## src/hw/rtl/frame_sequence_reorder_unit_macros.svh

```systemverilog
// Assertion macros used by the frame sequence reorder unit controller.
`ifndef FRAME_SEQUENCE_REORDER_UNIT_MACROS_SVH
`define FRAME_SEQUENCE_REORDER_UNIT_MACROS_SVH

// Same-cycle implication, checked on every clock edge outside reset.
`define FSR_ASSERT_IMP(label, ante, cons, msg) \
  label: assert property (@(posedge clk) disable iff (!rst_n) (ante) |-> (cons)) \
    else $error(msg);

// Next-cycle implication, checked on every clock edge outside reset.
`define FSR_ASSERT_NXT(label, ante, cons, msg) \
  label: assert property (@(posedge clk) disable iff (!rst_n) (ante) |=> (cons)) \
    else $error(msg);

`endif

```

## src/hw/rtl/fsr_pkg.sv

```systemverilog
// Package with widths, types and sequencer states of the frame sequence reorder unit.
package fsr_pkg;

  localparam int FSR_DEPTH    = 16;
  localparam int FSR_TAG_W    = 8;
  localparam int FSR_HANDLE_W = 16;
  localparam int FSR_WC_W     = 4;
  localparam logic [FSR_WC_W-1:0] FSR_WC_RESET = 4'd4;

  // Kind of one result.
  typedef enum logic {
    EV_RELEASE = 1'b0,
    EV_SKIP    = 1'b1
  } fsr_kind_t;

  // One stored frame.
  typedef struct packed {
    logic [FSR_TAG_W-1:0]    tag;
    logic [FSR_HANDLE_W-1:0] handle;
  } fsr_entry_t;

  // One result before its end-of-run marker is known.
  typedef struct packed {
    fsr_kind_t  kind;
    fsr_entry_t ent;
  } fsr_event_t;

  // One result as presented on the output channel.
  typedef struct packed {
    fsr_event_t ev;
    logic       last;
  } fsr_result_t;

  // Sequencer states.
  typedef enum logic [3:0] {
    ST_IDLE,
    ST_FLUSH_RD,
    ST_FLUSH_EMIT,
    ST_DECIDE,
    ST_SCAN_RD,
    ST_SCAN_CHK,
    ST_SHIFT_RD,
    ST_SHIFT_WR,
    ST_FINISH
  } fsr_state_t;

endpackage

```

## src/hw/rtl/fsr_if.sv

```systemverilog
// Valid/ready channel interfaces for input frames and results.
interface fsr_in_if
  import fsr_pkg::*;
  ();
  logic                    valid;
  logic                    ready;
  logic [FSR_TAG_W-1:0]    frame_tag;
  logic                    resequence;
  logic [FSR_HANDLE_W-1:0] frame_handle;

  modport source (output valid, frame_tag, resequence, frame_handle, input ready);
  modport sink   (input valid, frame_tag, resequence, frame_handle, output ready);
endinterface

interface fsr_out_if
  import fsr_pkg::*;
  ();
  logic                    valid;
  logic                    ready;
  logic                    event_kind;
  logic [FSR_TAG_W-1:0]    out_tag;
  logic [FSR_HANDLE_W-1:0] out_handle;
  logic                    last_of_run;

  modport source (output valid, event_kind, out_tag, out_handle, last_of_run, input ready);
  modport sink   (input valid, event_kind, out_tag, out_handle, last_of_run, output ready);
endinterface

```

## src/hw/rtl/fsr_store.sv

```systemverilog
// Pending frame store: one write port and one read port with registered read data.
module fsr_store
  import fsr_pkg::*;
#(
  parameter int DEPTH = FSR_DEPTH,
  localparam int IDX_W = $clog2(DEPTH)
) (
  input  logic             clk,
  input  logic             wr_en,
  input  logic [IDX_W-1:0] wr_addr,
  input  fsr_entry_t       wr_data,
  input  logic             rd_en,
  input  logic [IDX_W-1:0] rd_addr,
  output fsr_entry_t       rd_data
);

  fsr_entry_t mem_r [DEPTH];
  fsr_entry_t rd_data_r;

  // Write port.
  always_ff @(posedge clk) begin
    if (wr_en) begin
      mem_r[wr_addr] <= wr_data;
    end
  end

  // Read port; the data holds until the next read.
  always_ff @(posedge clk) begin
    if (rd_en) begin
      rd_data_r <= mem_r[rd_addr];
    end
  end

  assign rd_data = rd_data_r;

endmodule

```

## src/hw/rtl/fsr_ctrl.sv

```systemverilog
// Sequencer that flushes, stores, releases and chains frames through the pending store.
module fsr_ctrl
  import fsr_pkg::*;
#(
  parameter int DEPTH = FSR_DEPTH,
  localparam int IDX_W = $clog2(DEPTH),
  localparam int CNT_W = $clog2(DEPTH + 1),
  localparam int CMP_W = ((CNT_W > FSR_WC_W) ? CNT_W : FSR_WC_W) + 1
) (
  input  logic                clk,
  input  logic                rst_n,
  input  logic [FSR_WC_W-1:0] worker_count,
  fsr_in_if.sink              in_ch,
  fsr_out_if.source           out_ch,
  output logic                st_wr_en,
  output logic [IDX_W-1:0]    st_wr_addr,
  output fsr_entry_t          st_wr_data,
  output logic                st_rd_en,
  output logic [IDX_W-1:0]    st_rd_addr,
  input  fsr_entry_t          st_rd_data
);

  fsr_state_t           state_r, state_nxt;
  logic [CNT_W-1:0]     count_r, count_nxt;
  logic [CNT_W-1:0]     idx_r, idx_nxt;
  logic [FSR_TAG_W-1:0] exp_r, exp_nxt;
  fsr_entry_t           cur_r, cur_nxt;
  fsr_event_t           hold_r, hold_nxt;
  logic                 hold_valid_r, hold_valid_nxt;
  fsr_result_t          out_r, out_nxt;
  logic                 out_valid_r, out_valid_nxt;

  logic                 out_free;
  logic [FSR_TAG_W-1:0] want;
  logic [CNT_W-1:0]     idx_inc;
  logic [CNT_W-1:0]     idx_inc2;
  logic                 over_limit;
  logic                 do_flush;
  logic                 emit_req;
  fsr_event_t           emit_val;
  logic                 finish_req;

  assign out_free   = !out_valid_r || out_ch.ready;
  assign want       = exp_r + FSR_TAG_W'(1);
  assign idx_inc    = idx_r + CNT_W'(1);
  assign idx_inc2   = idx_r + CNT_W'(2);
  assign over_limit = CMP_W'(count_r) > (CMP_W'(worker_count) + CMP_W'(1));
  assign do_flush   = in_ch.resequence || over_limit || (count_r == CNT_W'(DEPTH));

  // Next state, store accesses and result generation.
  always_comb begin
    state_nxt      = state_r;
    count_nxt      = count_r;
    idx_nxt        = idx_r;
    exp_nxt        = exp_r;
    cur_nxt        = cur_r;
    hold_nxt       = hold_r;
    hold_valid_nxt = hold_valid_r;
    out_nxt        = out_r;
    out_valid_nxt  = out_valid_r && !out_ch.ready;
    in_ch.ready    = 1'b0;
    st_wr_en       = 1'b0;
    st_wr_addr     = idx_r[IDX_W-1:0];
    st_wr_data     = st_rd_data;
    st_rd_en       = 1'b0;
    st_rd_addr     = idx_r[IDX_W-1:0];
    emit_req       = 1'b0;
    emit_val       = '{kind: EV_RELEASE, ent: cur_r};
    finish_req     = 1'b0;

    case (state_r)
      ST_IDLE: begin
        in_ch.ready = 1'b1;
        if (in_ch.valid) begin
          cur_nxt = '{tag: in_ch.frame_tag, handle: in_ch.frame_handle};
          if (do_flush) begin
            if (count_r == '0) begin
              exp_nxt   = in_ch.frame_tag - FSR_TAG_W'(1);
              state_nxt = ST_DECIDE;
            end else begin
              idx_nxt   = '0;
              state_nxt = ST_FLUSH_RD;
            end
          end else begin
            state_nxt = ST_DECIDE;
          end
        end
      end
      ST_FLUSH_RD: begin
        st_rd_en  = 1'b1;
        state_nxt = ST_FLUSH_EMIT;
      end
      ST_FLUSH_EMIT: begin
        if (out_free) begin
          emit_req = 1'b1;
          emit_val = '{kind: EV_SKIP, ent: st_rd_data};
          if (idx_inc == count_r) begin
            count_nxt = '0;
            exp_nxt   = cur_r.tag - FSR_TAG_W'(1);
            state_nxt = ST_DECIDE;
          end else begin
            idx_nxt   = idx_inc;
            state_nxt = ST_FLUSH_RD;
          end
        end
      end
      ST_DECIDE: begin
        if (cur_r.tag != want) begin
          // Out of order: append to the store.
          st_wr_en   = 1'b1;
          st_wr_addr = count_r[IDX_W-1:0];
          st_wr_data = cur_r;
          count_nxt  = count_r + CNT_W'(1);
          state_nxt  = ST_IDLE;
        end else if (out_free) begin
          emit_req  = 1'b1;
          emit_val  = '{kind: EV_RELEASE, ent: cur_r};
          exp_nxt   = cur_r.tag;
          idx_nxt   = '0;
          state_nxt = ST_SCAN_RD;
        end
      end
      ST_SCAN_RD: begin
        if (idx_r >= count_r) begin
          state_nxt = ST_FINISH;
        end else begin
          st_rd_en  = 1'b1;
          state_nxt = ST_SCAN_CHK;
        end
      end
      ST_SCAN_CHK: begin
        if (st_rd_data.tag == want) begin
          if (out_free) begin
            emit_req = 1'b1;
            emit_val = '{kind: EV_RELEASE, ent: st_rd_data};
            exp_nxt  = want;
            if (idx_inc < count_r) begin
              state_nxt = ST_SHIFT_RD;
            end else begin
              count_nxt = count_r - CNT_W'(1);
              idx_nxt   = '0;
              state_nxt = ST_SCAN_RD;
            end
          end
        end else begin
          idx_nxt   = idx_inc;
          state_nxt = ST_SCAN_RD;
        end
      end
      ST_SHIFT_RD: begin
        // Close the gap: move the next entry down by one slot.
        st_rd_en   = 1'b1;
        st_rd_addr = idx_inc[IDX_W-1:0];
        state_nxt  = ST_SHIFT_WR;
      end
      ST_SHIFT_WR: begin
        st_wr_en = 1'b1;
        if (idx_inc2 < count_r) begin
          idx_nxt   = idx_inc;
          state_nxt = ST_SHIFT_RD;
        end else begin
          count_nxt = count_r - CNT_W'(1);
          idx_nxt   = '0;
          state_nxt = ST_SCAN_RD;
        end
      end
      ST_FINISH: begin
        if (!hold_valid_r) begin
          state_nxt = ST_IDLE;
        end else if (out_free) begin
          finish_req = 1'b1;
          state_nxt  = ST_IDLE;
        end
      end
      default: begin
        state_nxt = ST_IDLE;
      end
    endcase

    // A result waits in the hold register until the next one shows it was not the last.
    if (emit_req) begin
      if (hold_valid_r) begin
        out_nxt       = '{ev: hold_r, last: 1'b0};
        out_valid_nxt = 1'b1;
      end
      hold_nxt       = emit_val;
      hold_valid_nxt = 1'b1;
    end
    if (finish_req) begin
      out_nxt        = '{ev: hold_r, last: 1'b1};
      out_valid_nxt  = 1'b1;
      hold_valid_nxt = 1'b0;
    end
  end

  // Control registers.
  always_ff @(posedge clk) begin
    if (!rst_n) begin
      state_r      <= ST_IDLE;
      count_r      <= '0;
      idx_r        <= '0;
      exp_r        <= '1;
      hold_valid_r <= 1'b0;
      out_valid_r  <= 1'b0;
    end else begin
      state_r      <= state_nxt;
      count_r      <= count_nxt;
      idx_r        <= idx_nxt;
      exp_r        <= exp_nxt;
      hold_valid_r <= hold_valid_nxt;
      out_valid_r  <= out_valid_nxt;
    end
  end

  // Payload registers.
  always_ff @(posedge clk) begin
    cur_r  <= cur_nxt;
    hold_r <= hold_nxt;
    out_r  <= out_nxt;
  end

  assign out_ch.valid       = out_valid_r;
  assign out_ch.event_kind  = out_r.ev.kind;
  assign out_ch.out_tag     = out_r.ev.ent.tag;
  assign out_ch.out_handle  = out_r.ev.ent.handle;
  assign out_ch.last_of_run = out_r.last;

`include "frame_sequence_reorder_unit_macros.svh"

  `FSR_ASSERT_IMP(a_count_bound, 1'b1, count_r <= CNT_W'(DEPTH), "pending count above depth")
  `FSR_ASSERT_NXT(a_busy_after_in, in_ch.valid && in_ch.ready, state_r != ST_IDLE, "idle after a transfer")
  `FSR_ASSERT_IMP(a_chain_held, state_r == ST_SCAN_RD || state_r == ST_SCAN_CHK, hold_valid_r, "chain scan without a held release")
  `FSR_ASSERT_IMP(a_flush_nonempty, state_r == ST_FLUSH_EMIT, count_r != '0, "flush of an empty store")

endmodule

```

## src/hw/rtl/frame_sequence_reorder_unit.sv

```systemverilog
// Steps: a frame is taken in IDLE, then, after any flush, DECIDE stores it or releases it; a released
// frame passes through the hold and output registers. Each skipped entry is read, then emitted; a chain
// search reads and checks stored entries in turn, and removing a released entry moves each later entry down.
// Throughput: one frame at a time; input ready only while the sequencer is idle.
// Reset (rst_n, synchronous, active low): store empty, tag 0 expected, worker count 4.
// Store contents are not cleared; no clearing pass is needed.
module frame_sequence_reorder_unit
  import fsr_pkg::*;
#(
  parameter int PENDING_DEPTH = FSR_DEPTH
) (
  input  logic                clk,
  input  logic                rst_n,
  fsr_in_if.sink              in_ch,
  fsr_out_if.source           out_ch,
  input  logic                cfg_wr_en,
  input  logic [FSR_WC_W-1:0] cfg_wr_data
);

  localparam int IDX_W = $clog2(PENDING_DEPTH);

  logic [FSR_WC_W-1:0] worker_count_r;
  logic                st_wr_en;
  logic [IDX_W-1:0]    st_wr_addr;
  fsr_entry_t          st_wr_data;
  logic                st_rd_en;
  logic [IDX_W-1:0]    st_rd_addr;
  fsr_entry_t          st_rd_data;

  // Worker count register.
  always_ff @(posedge clk) begin
    if (!rst_n) begin
      worker_count_r <= FSR_WC_RESET;
    end else if (cfg_wr_en) begin
      worker_count_r <= cfg_wr_data;
    end
  end

  fsr_ctrl #(
    .DEPTH(PENDING_DEPTH)
  ) u_ctrl (
    .clk         (clk),
    .rst_n       (rst_n),
    .worker_count(worker_count_r),
    .in_ch       (in_ch),
    .out_ch      (out_ch),
    .st_wr_en    (st_wr_en),
    .st_wr_addr  (st_wr_addr),
    .st_wr_data  (st_wr_data),
    .st_rd_en    (st_rd_en),
    .st_rd_addr  (st_rd_addr),
    .st_rd_data  (st_rd_data)
  );

  fsr_store #(
    .DEPTH(PENDING_DEPTH)
  ) u_store (
    .clk    (clk),
    .wr_en  (st_wr_en),
    .wr_addr(st_wr_addr),
    .wr_data(st_wr_data),
    .rd_en  (st_rd_en),
    .rd_addr(st_rd_addr),
    .rd_data(st_rd_data)
  );

endmodule

```

## src/flat_wrapper.sv

```systemverilog
// flat-port wrapper written by rule: the top's interface ports become plain ports
module frame_sequence_reorder_unit_flat import fsr_pkg::*;
#(
  parameter int PENDING_DEPTH = FSR_DEPTH
)
  (clk, rst_n, cfg_wr_en, cfg_wr_data, in_ch_valid, in_ch_frame_tag, in_ch_resequence, in_ch_frame_handle, in_ch_ready, out_ch_valid, out_ch_event_kind, out_ch_out_tag, out_ch_out_handle, out_ch_last_of_run, out_ch_ready);
  fsr_in_if in_ch_i ();
  fsr_out_if out_ch_i ();
  input  logic clk;
  input  logic rst_n;
  input  logic cfg_wr_en;
  input  logic [FSR_WC_W-1:0] cfg_wr_data;
  input wire logic [$bits(in_ch_i.valid)-1:0] in_ch_valid;
  input wire logic [$bits(in_ch_i.frame_tag)-1:0] in_ch_frame_tag;
  input wire logic [$bits(in_ch_i.resequence)-1:0] in_ch_resequence;
  input wire logic [$bits(in_ch_i.frame_handle)-1:0] in_ch_frame_handle;
  output wire logic [$bits(in_ch_i.ready)-1:0] in_ch_ready;
  output wire logic [$bits(out_ch_i.valid)-1:0] out_ch_valid;
  output wire logic [$bits(out_ch_i.event_kind)-1:0] out_ch_event_kind;
  output wire logic [$bits(out_ch_i.out_tag)-1:0] out_ch_out_tag;
  output wire logic [$bits(out_ch_i.out_handle)-1:0] out_ch_out_handle;
  output wire logic [$bits(out_ch_i.last_of_run)-1:0] out_ch_last_of_run;
  input wire logic [$bits(out_ch_i.ready)-1:0] out_ch_ready;
  assign in_ch_i.valid = in_ch_valid;
  assign in_ch_i.frame_tag = in_ch_frame_tag;
  assign in_ch_i.resequence = in_ch_resequence;
  assign in_ch_i.frame_handle = in_ch_frame_handle;
  assign in_ch_ready = in_ch_i.ready;
  assign out_ch_valid = out_ch_i.valid;
  assign out_ch_event_kind = out_ch_i.event_kind;
  assign out_ch_out_tag = out_ch_i.out_tag;
  assign out_ch_out_handle = out_ch_i.out_handle;
  assign out_ch_last_of_run = out_ch_i.last_of_run;
  assign out_ch_i.ready = out_ch_ready;
  frame_sequence_reorder_unit #(.PENDING_DEPTH(PENDING_DEPTH)) u_core (.clk(clk), .rst_n(rst_n), .in_ch(in_ch_i), .out_ch(out_ch_i), .cfg_wr_en(cfg_wr_en), .cfg_wr_data(cfg_wr_data));
endmodule
```

## config.mk

```make
export PLATFORM = sky130hd
export DESIGN_NAME = frame_sequence_reorder_unit_flat
export DESIGN_NICKNAME = d
export VERILOG_FILES = /design/src/hw/rtl/fsr_pkg.sv /design/src/hw/rtl/fsr_if.sv /design/src/hw/rtl/fsr_store.sv /design/src/hw/rtl/fsr_ctrl.sv /design/src/hw/rtl/frame_sequence_reorder_unit.sv /design/src/flat_wrapper.sv
export VERILOG_INCLUDE_DIRS = /design/src /design/src/hw/rtl
export SDC_FILE = /design/constraint.sdc
export NUM_CORES = 1
export LEC_CHECK = 0
export ABC_AREA = 0
export BUFFER_PORTS_ARGS = -buffer_cell sky130_fd_sc_hd__buf_4
export CAP_MARGIN = 30
export CORE_ASPECT_RATIO = 1.1
export CORE_UTILIZATION = 46
export CTS_CLUSTER_SIZE = 10
export DETAILED_ROUTE_END_ITERATION = 10
export PLACE_DENSITY = 0.64
export SYNTH_ARGS = -nofsm -noshare
export SYNTH_HDL_FRONTEND = slang
export SYNTH_SLANG_ARGS = --single-unit
```

## constraint.sdc

```tcl
create_clock -name clk -period 4.5 [get_ports clk]
set_input_delay 0.225 -clock clk [delete_from_list [all_inputs] [get_ports clk]]
set_output_delay 0.225 -clock clk [all_outputs]
set_load 0.1 [all_outputs]
```

==> key figures <==
Clock network
  • Total clock buffers created by CTS: 58
  • Clock-pin slew of the registers on the worst-case setup and hold paths: 0.06 ns
  • Buffer depth of the longest clock path: 3
  • Post-CTS setup buffers: 0
  • Insertion delay to the later sink of the worst-skew pair: 0.63 ns
  • Total number of H-tree levels: 2
  • Number of gates given a new drive strength after cts: 0
  • Total number of clock tree sinks: 511
  • Clock tree from TritonCTS: built
  • Hold_buf cts: 35
  • CTS Root Buffer Type: sky130_fd_sc_hd__clkbuf_16

Synthesis
  • Cell count after synthesis: 1157
  • Avg Inst Size Synth: 18.7 µm²
  • Async set-reset flop share out of synthesis: 0
  • Netlist Area Pre-Place: 0.0217 mm²
  • Portion of the post-synthesis area used by sequential elements: 0.695
  • EDFF count, synth: 482
  • Number of synthesized register bits: about 500
  • Syn nets: 1219
  • Number of unique standard cell types used by synthesis: 80
  • Number of synthesis warnings: 0
  • Main synth FF type: sky130_fd_sc_hd__edfxtp_1

Detailed routing
  • DRC violations left: 0
  • Mean routed wirelength per cell: 24.5 µm
  • Antenna-violating nets left: 0
  • Drt via density: 5.82
  • Number of detailed-routing iterations run before antenna repair: 6
  • Final Routed Wirelength: about 47000 µm
  • Total number of vias: 11083
  • First-iteration detailed-routing DRC count: 960

Timing
  • Transition time at the pin with the least slew margin: 0.928 ns
  • Max-slew violation total from the final report: 0
  • Ratio of final minimum period to clock period: 0.850
  • Sum of negative setup slack: 0 ns
  • Hold WS: 0.254 ns
  • Unrepaired setup endpoints after global routing: false
  • Worst slew margin: 0.365
  • Maximum clock rate: 0.261 GHz
  • Maximum clock skew at final layout: approximately 0.035 ns
  • Post-layout minimum cycle time: 3.82 ns
  • Count of final hold-check violations: 0
  • Setup Viol. Count Final: 0

Critical path
  • Setup crit end kind: flip-flop
  • Maximum fanout encountered on the critical timing path: 15
  • Worst EP required: between 4 and 5 ns
  • Worst reg2reg endpoint: u_core.u_store.mem_r[15][18]
  • Slack of the worst reg-to-reg path: 0.68 ns
  • Worst setup path class: reg -> reg
  • Worst setup path start: u_core.u_ctrl.exp_r[0]
  • Critical path startpoint category: flip-flop
  • FF-to-FF path depth: 11
  • Worst r2r src: u_core.u_ctrl.exp_r[0]
  • Crit path DAT: between 4 and 5 ns

Final layout
  • Nets: about 1400
  • Fraction of layout instances using a drive strength above 1: 0.285
  • Commonest non-fill, non-tap cells in the layout: sky130_fd_sc_hd__edfxtp_1, sky130_fd_sc_hd__mux4_2, sky130_fd_sc_hd__buf_4
  • Area delta synth->final: 15.4%
  • Post-route cell area: 0.0250 mm²
  • Leading cell type in the layout, fill and taps excluded: sky130_fd_sc_hd__edfxtp_1

Worst hold path
  • Startpoint of the lowest-slack hold path: in_ch_valid
  • WHS Endpoint: u_core.u_ctrl.state_r[1]
  • Hold Crit Class: in -> reg
  • Hold Path Cell Cnt: 4

Die
  • Chip height: roughly 230 µm
  • Core box area: approximately 0.047 mm²
  • Initial core utilization: 0.465
  • Cell row count: 83
  • Die area: approximately 0.048 mm²
  • Width of the die: about 210 µm
  • Top Ports: 62

Pwr
  • Worst IR drop on VDD: 425 µV
  • Power density over the cells: 530 mW/mm²
  • LEAKAGE: 8.61 nW

Global route
  • Vias in the first global route: approximately 12000
  • Gr ovfl total: 0
  • Number of antenna violations at the first check in global routing: 0
  • Overall fraction of global-route tracks in use: 0.200
  • First-pass GRT wire length: 71100 µm
  • Maximum number of pins on one net before global-route repair: 55

Placement
  • Number of buffers added on ports: 61
  • Post-place instance area: around 0.023 mm²
  • Placer's final routability congestion estimate: 0.887
  • Detailed-placement wirelength estimate: 28400 µm

Run
  • Maxcap violations: 0

Outcome
  • Outcome: finished clean
## report_power, final
group / total, mW / internal (mW) / switching (mW)
combinational: 3.00 / 1.18 / 1.82
sequential: 6.15 / 5.93 / 0.220
clock: 4.09 / 2.35 / 1.74
total: 13.2 / 9.47 / 3.78
## layer usage
| layer | up-vias | routed length, µm | track usage | share of wire |
|---|---|---|---|---|
| li1 | 4945 | - | - | - |
| met1 | 5744 | 19800 | 0.265 | 0.42 |
| met2 | 318 | 23200 | 0.335 | 0.50 |
| met3 | 76 | 2280 | 0.0304 | 0.049 |
| met4 | 0 | 1300 | 0.0754 | 0.028 |
| met5 | - | 0 | 0 | 0 |
## worst max path at each step
stage,end
finish,u_core.u_store.mem_r[15][18]
global route,u_core.u_store.mem_r[15][18]
CTS,u_core.u_store.mem_r[15][0]
detailed placement,u_core.u_store.mem_r[15][18]
global placement,u_core.u_store.mem_r[15][3]
floorplan,u_core.u_store.mem_r[9][0]
## state kept, by name, indices dropped and copies added, names as in the netlist
signal / count
u_core.u_ctrl.cur_r: 24
u_core.worker_count_r: 4
u_core.u_ctrl.out_ch.out_handle: 16
u_core.u_ctrl.count_r: 5
u_core.u_ctrl.state_r: 4
u_core.u_ctrl.hold_r: 25
u_core.u_store.rd_data: 24
u_core.u_ctrl.out_ch.event_kind: 1
u_core.u_ctrl.out_ch.valid: 1
u_core.u_ctrl.hold_valid_r: 1
u_core.u_ctrl.idx_r: 5
u_core.u_ctrl.out_ch.out_tag: 8
u_core.u_store.mem_r: 384
u_core.u_ctrl.out_ch.last_of_run: 1
u_core.u_ctrl.exp_r: 8
## through the flow
step / util / cells / power (mW) / worst slack (ns)
floorplan: - / 1157 / 8.42 / 0.824
global placement: 0.495 / 1791 / 9.18 / 0.766
detailed placement: 0.495 / 1792 / 9.24 / 0.709
CTS: 0.537 / 1901 / 13.4 / 0.682
global route: 0.537 / 1902 / 13.8 / 0.369
finish: 0.537 / 1903 / 13.2 / 0.675
## cells in the mapped netlist (all sizes together) (6+ instances only)
library cell	instances	area share
mux2i	25	0.012
ha	27	0.016
nand2b	10	0.0029
mux4	120	0.12
edfxtp	482	0.67
xnor2	19	0.0080
a21oi	27	0.0068
clkbuf	22	0.0038
a221o	6	0.0028
nor3	13	0.0032
nor2	52	0.010
xor2	18	0.0073
nand3	24	0.0058
nand4	6	0.0017
inv	22	0.0038
mux2	50	0.029
o21ai	11	0.0025
dfxtp	29	0.027
or3	7	0.0020
nor2b	8	0.0023
and3	29	0.0084
buf	39	0.012
a31oi	7	0.0027
nand2	29	0.0054
## worst max-delay path, stage by stage (launching register included)
cell and delay (ns):
sky130_fd_sc_hd__dfxtp_1 0.53, sky130_fd_sc_hd__ha_1 0.41, sky130_fd_sc_hd__xor2_1 0.24, sky130_fd_sc_hd__xor2_1 0.18
sky130_fd_sc_hd__nor4_1 0.08, sky130_fd_sc_hd__and3_1 0.25, sky130_fd_sc_hd__a21boi_4 0.33, sky130_fd_sc_hd__buf_4 0.29
sky130_fd_sc_hd__nor3_1 0.07, sky130_fd_sc_hd__a31oi_1 0.71, sky130_fd_sc_hd__nor2_4 0.23, sky130_fd_sc_hd__buf_12 0.24
## logic make-up after synthesis
family,after synthesis,synth area share
AO/OA/AOI/OAI,102,0.0362
XOR/XNOR,38,0.0164
adder cells (fa/ha/maj),28,0.0165
buffers and inverters,85,0.0203
flip-flops,511,0.695
multiplexers,195,0.166
AND/OR/NAND/NOR,198,0.0494
## final cells by class
cell class | count | area [µm²]
Inverter | 24 | 90.1
Timing Repair Buffer | 137 | 1230
Antenna cell | 1 | 2.50
Tap cell | 595 | 744
Clock inverter | 10 | 119
Clock buffer | 64 | 1470
Multi-Input combinational cell | 561 | 6280
Fill cell | 3622 | 21500
Sequential cell | 511 | 15100
Power figures use the tool's default switching activity.
